===== src/design/npc_pkg.sv =====
// shared types, constants and helpers for the nearest palette color search
package npc_pkg;

  localparam int COMP_W = 8;
  localparam int IDX_W  = 6;
  localparam int DIST_W = 10;

  localparam logic ACT_LOOKUP = 1'b0;
  localparam logic ACT_WRITE  = 1'b1;

  typedef struct packed {
    logic [COMP_W-1:0] red;
    logic [COMP_W-1:0] green;
    logic [COMP_W-1:0] blue;
  } color_t;

  // transaction moving down the cell chain
  typedef struct packed {
    logic              valid;
    logic              action;
    logic [IDX_W-1:0]  entry_index;
    color_t            pixel;
    logic [IDX_W-1:0]  best_idx;
    logic [DIST_W-1:0] best_dist;
  } token_t;

  function automatic logic [COMP_W-1:0] abs_diff(input logic [COMP_W-1:0] a,
                                                 input logic [COMP_W-1:0] b);
    return (a > b) ? (a - b) : (b - a);
  endfunction

  function automatic logic [DIST_W-1:0] l1_dist(input color_t a, input color_t b);
    return DIST_W'(abs_diff(a.red, b.red)) + DIST_W'(abs_diff(a.green, b.green))
         + DIST_W'(abs_diff(a.blue, b.blue));
  endfunction

endpackage


===== src/design/npc_cell.sv =====
// one chain cell: holds a palette entry and updates the running best match
module npc_cell #(
  parameter int IDX = 0
) (
  input  logic            clk,
  input  logic            rst_n,
  input  logic            advance,
  input  npc_pkg::token_t tok_i,
  output npc_pkg::token_t tok_o
);
  import npc_pkg::*;

  color_t            entry_r;
  token_t            tok_r;
  token_t            tok_nxt;
  logic [DIST_W-1:0] cell_dist;
  logic              hit;

  assign cell_dist = l1_dist(tok_i.pixel, entry_r);
  assign hit  = tok_i.valid && (tok_i.action == ACT_WRITE) &&
                (9'(tok_i.entry_index) == 9'(IDX));

  always_comb begin
    tok_nxt = tok_i;
    // first cell always seeds the best, later cells take strictly smaller only
    if ((IDX == 0) || (cell_dist < tok_i.best_dist)) begin
      tok_nxt.best_idx  = IDX_W'(IDX);
      tok_nxt.best_dist = cell_dist;
    end
  end

  always_ff @(posedge clk) begin
    if (advance && hit) begin
      entry_r <= tok_i.pixel;
    end
  end

  always_ff @(posedge clk) begin
    if (!rst_n) begin
      tok_r.valid <= 1'b0;
    end else if (advance) begin
      tok_r.valid <= tok_nxt.valid;
    end
  end

  always_ff @(posedge clk) begin
    if (advance) begin
      tok_r.action      <= tok_nxt.action;
      tok_r.entry_index <= tok_nxt.entry_index;
      tok_r.pixel       <= tok_nxt.pixel;
      tok_r.best_idx    <= tok_nxt.best_idx;
      tok_r.best_dist   <= tok_nxt.best_dist;
    end
  end

  assign tok_o = tok_r;

endmodule


===== config.mk =====
export PLATFORM = sky130hd
export DESIGN_NAME = npc_cell
export DESIGN_NICKNAME = d
export VERILOG_FILES = /design/src/design/npc_pkg.sv /design/src/design/npc_cell.sv
export SDC_FILE = /design/constraint.sdc
export NUM_CORES = 1
export LEC_CHECK = 0
export BUFFER_PORTS_ARGS = -buffer_cell sky130_fd_sc_hd__buf_2
export CAP_MARGIN = 20
export CORE_MARGIN = 2
export CORE_UTILIZATION = 30
export CTS_CLUSTER_DIAMETER = 80
export DETAILED_ROUTE_END_ITERATION = 8
export GPL_TIMING_DRIVEN = 0
export PLACE_DENSITY = 0.5
export SLEW_MARGIN = 20
export SYNTH_ARGS = -nofsm -noshare
export SYNTH_HDL_FRONTEND = slang
export SYNTH_SLANG_ARGS = --single-unit

===== constraint.sdc =====
create_clock -name clk -period 4.4 [get_ports clk]
set_input_delay 0.44 -clock clk [delete_from_list [all_inputs] [get_ports clk]]
set_output_delay 0.44 -clock clk [all_outputs]
set_load 0.01 [all_outputs]

==> impl_results.md <==
* Outcome: finished clean
* Top cell by count, worst path: fa_1
* Ys flop type: edfxtp_1
* CP arrival at 4.30 ns
* CP Launch Type: flip-flop
* CTS resizes at 0
* Post-route setup TNS at 0 ns
* Gate power share at 28.6%
* Antenna Cells at 0
* Tmin final at 4.228 ns
* Sequential share of the synthesized area at 42.46%
* Root buffer cell: clkbuf_16
* Area Growth Syn to Fin at 19.91%
* CP bufs+invs at 1
* Sequential Power Share at 39.9%
* Starting Density at 30.67%
* Worst Path Max Fanout at 7
* Die extent in y at 128.4 um
* Setup Skew at 0.004829 ns
* Vias per Instance at 4.527
* Maxcap violations at 0
* Total gr overflow at 0
* Final net count at 621
* Switching Fraction at 29.30%
* RR Endpoint: tok_o[7]
* Final period util at 96.10%
* CP Capture Type: flip-flop
* Core area at 15150 um2
* Final WS setup at 0.1716 ns
* Die width at 128.4 um
* Placed cell area at 5308 um2
* Mapped cell area at 4644 um2
* CTS tree: built
* Cell chain of the critical path: ha_1, inv_1, fa_1, a211oi_4, nor3_2, o21ai_4, mux2i_1, xor2_1, fa_1, fa_1, nor2b_1, o21ai_1, a21boi_1, o31a_1, a21oi_1
* Max Slew Vio Count at 0
* Clk pwr share at 31.5%
* First-pass detailed-route iteration total at 4
* Post-DP HPWL at 7191 um
* Row cnt at 45
* RSZ-0062 raised after global routing: no
* # DRC at 0
* Largest vdd supply drop at 0.0001871 V
* Syn Inst Count at 407
* First-pass GRT wire length at 15150 um
* Mean Syn Cell Area at 11.41 um2
* Ys async rst share at 0%
* I/O pin count at 99
* Post-CTS setup repair buffer count at 0
* Total power at 1990 uW
* Longest Clk Path Bufs at 2
* Share of layout cells above drive strength 1 at 24.80%
* Post-Place Worst Slack at -0.1790 ns
* CP Class: flip-flop to flip-flop
* Worst hold start: tok_i[44]
* Sink Count at 66
* RePlAce Congestion at 0.8062
* YS warnings at 0
* Die Area at 16490 um2
* Number of routed nets with antenna violations at 0
* DR vias at 3151
* Final setup violation count at 0
* Sw Pwr at 582.9 uW
* CP max stage delay at 0.50 ns
* Total Routing Usage GR at 11.93%
* CP max-delay cell: fa_1
* Max-slew headroom at 59.02%
* Max Fclk at 236.5 MHz
* Cts bufs inserted at 9
* Largest net degree at the start of global routing at 44
* Hold_buf cts at 0
* Antenna violations before repair at 0
* Reg2reg start: entry_r[8]
* Worst-Margin Slew at 0.6147 ns
* Most frequent cells in the layout: buf_2, inv_1, edfxtp_1, ha_1, a21oi_1
* Final hold vios at 0
* Commonest non-fill, non-tap cell in the layout: buf_2
* Yosys cell types at 50
* WL per Instance at 13.24 um
* CP Data Required Time at 4.48 ns
* Worst-skew pair later-pin latency at 0.34 ns
* Leak at 0.002585 uW
* H-tree depth reported by CTS at 3
* Number of global-route vias before repair at 3066
* Flop-to-flop setup slack at 0.17 ns
* Drt total wl at 9216 um
* Cell area after layout at 5569 um2
* Hold Path Sink: tok_o[44]
* Post-synth EDFFs at 65
* Clock-pin slew on the worst setup and hold paths at 0.05 ns
* Yosys reg bits at 66
* Internal Pwr Total at 1407 uW
* PortBufs at 76
* Placed Instances at 680
* Number of DRC markers in iteration 0 at 145
* Count of non-filler cells in the finished layout at 696
* Hold Crit Class: input pin to flip-flop
* Power density cells at 357.3 nW/um2
* Hold Path Stages at 1
* Filler cells at 1514
* Worst r2r path cells at 15
* Crit-path leading delay family: adder cells
-- layer usage --
layer  vias up  wire length [um]  global-route usage [%]
met5         -                 0                       0
met4         0               231                   5.688
met3        12               435                   3.659
met2        73              4029                   17.87
met1      1460              4519                   15.76
li1       1606                 -                       -
-- how the worst max path moves through the flow --
stage	startpoint	end	slack, ns	depth (start not counted)
floorplan	tok_i[24]	tok_o[9]	0.42	17
global placement	advance	entry_r[12]	-1.92	3
detailed placement	tok_i[24]	tok_o[7]	-0.18	19
CTS	entry_r[8]	tok_o[7]	0.08	17
global route	entry_r[8]	tok_o[7]	0.02	17
finish	entry_r[8]	tok_o[7]	0.17	15
-- power by group through the flow --
stage                     Clock, uW  Sequential [uW]  Combinational, uW
after floorplan                   0              846                349
after global placement            0              807                557
after global routing            680              800                643
final                           626              794                570
after CTS                       655              795                573
after detailed placement          0              807                572
-- cell usage after synthesis, drive strengths merged (4+ instances only) --
cell type	instances	area, um2
xnor2	12	105.1
a21oi	27	142.6
nor3	5	40.04
buf	18	136.4
nor2	8	30.03
nand3	8	40.04
mux2	4	48.79
ha	52	650.6
edfxtp	65	1952
nand4	5	31.28
a31oi	6	37.54
nand2	17	63.81
o21ai	13	87.58
inv	70	262.8
xor2	7	61.31
nand3b	5	37.54
a21o	15	112.6
a211oi	8	82.58
fa	15	300.3
mux2i	18	180.2
-- through the flow --
| step | hold WS [ns] | util (%) |
|---|---|---|
| after floorplan | 0.5383 | - |
| after global placement | 0.4945 | 34.85 |
| after detailed placement | 0.5058 | 35.04 |
| after CTS | 0.2727 | 36.73 |
| after global routing | 0.2749 | 36.77 |
| final | 0.2913 | 36.77 |
-- sequential cells by signal (all words and copies together), names as in the netlist --
register / count
entry_r: 24
tok_o: 42
-- area by class of cell --
class	count	area (um2)	share of cell area [%]
buffer	18	136.4	2.449
clock buffer	12	236.5	4.246
clock inverter	4	18.77	0.3370
inverter	70	262.8	4.718
multi-input combinational	258	2302	41.34
sequential	66	1972	35.41
tap	188	235.2	4.224
timing repair buffer	80	405.4	7.279
-- cell families after synthesis --
kind of cell	synth area share [%]
fa+ha+maj	20.47
mux	4.930
flops	42.46
compound gates	13.15
other cells	0.08074
xor+xnor	3.583
simple gates	6.736
buf+inv	8.593
No activity file was read; power rests on OpenSTA's default activity.
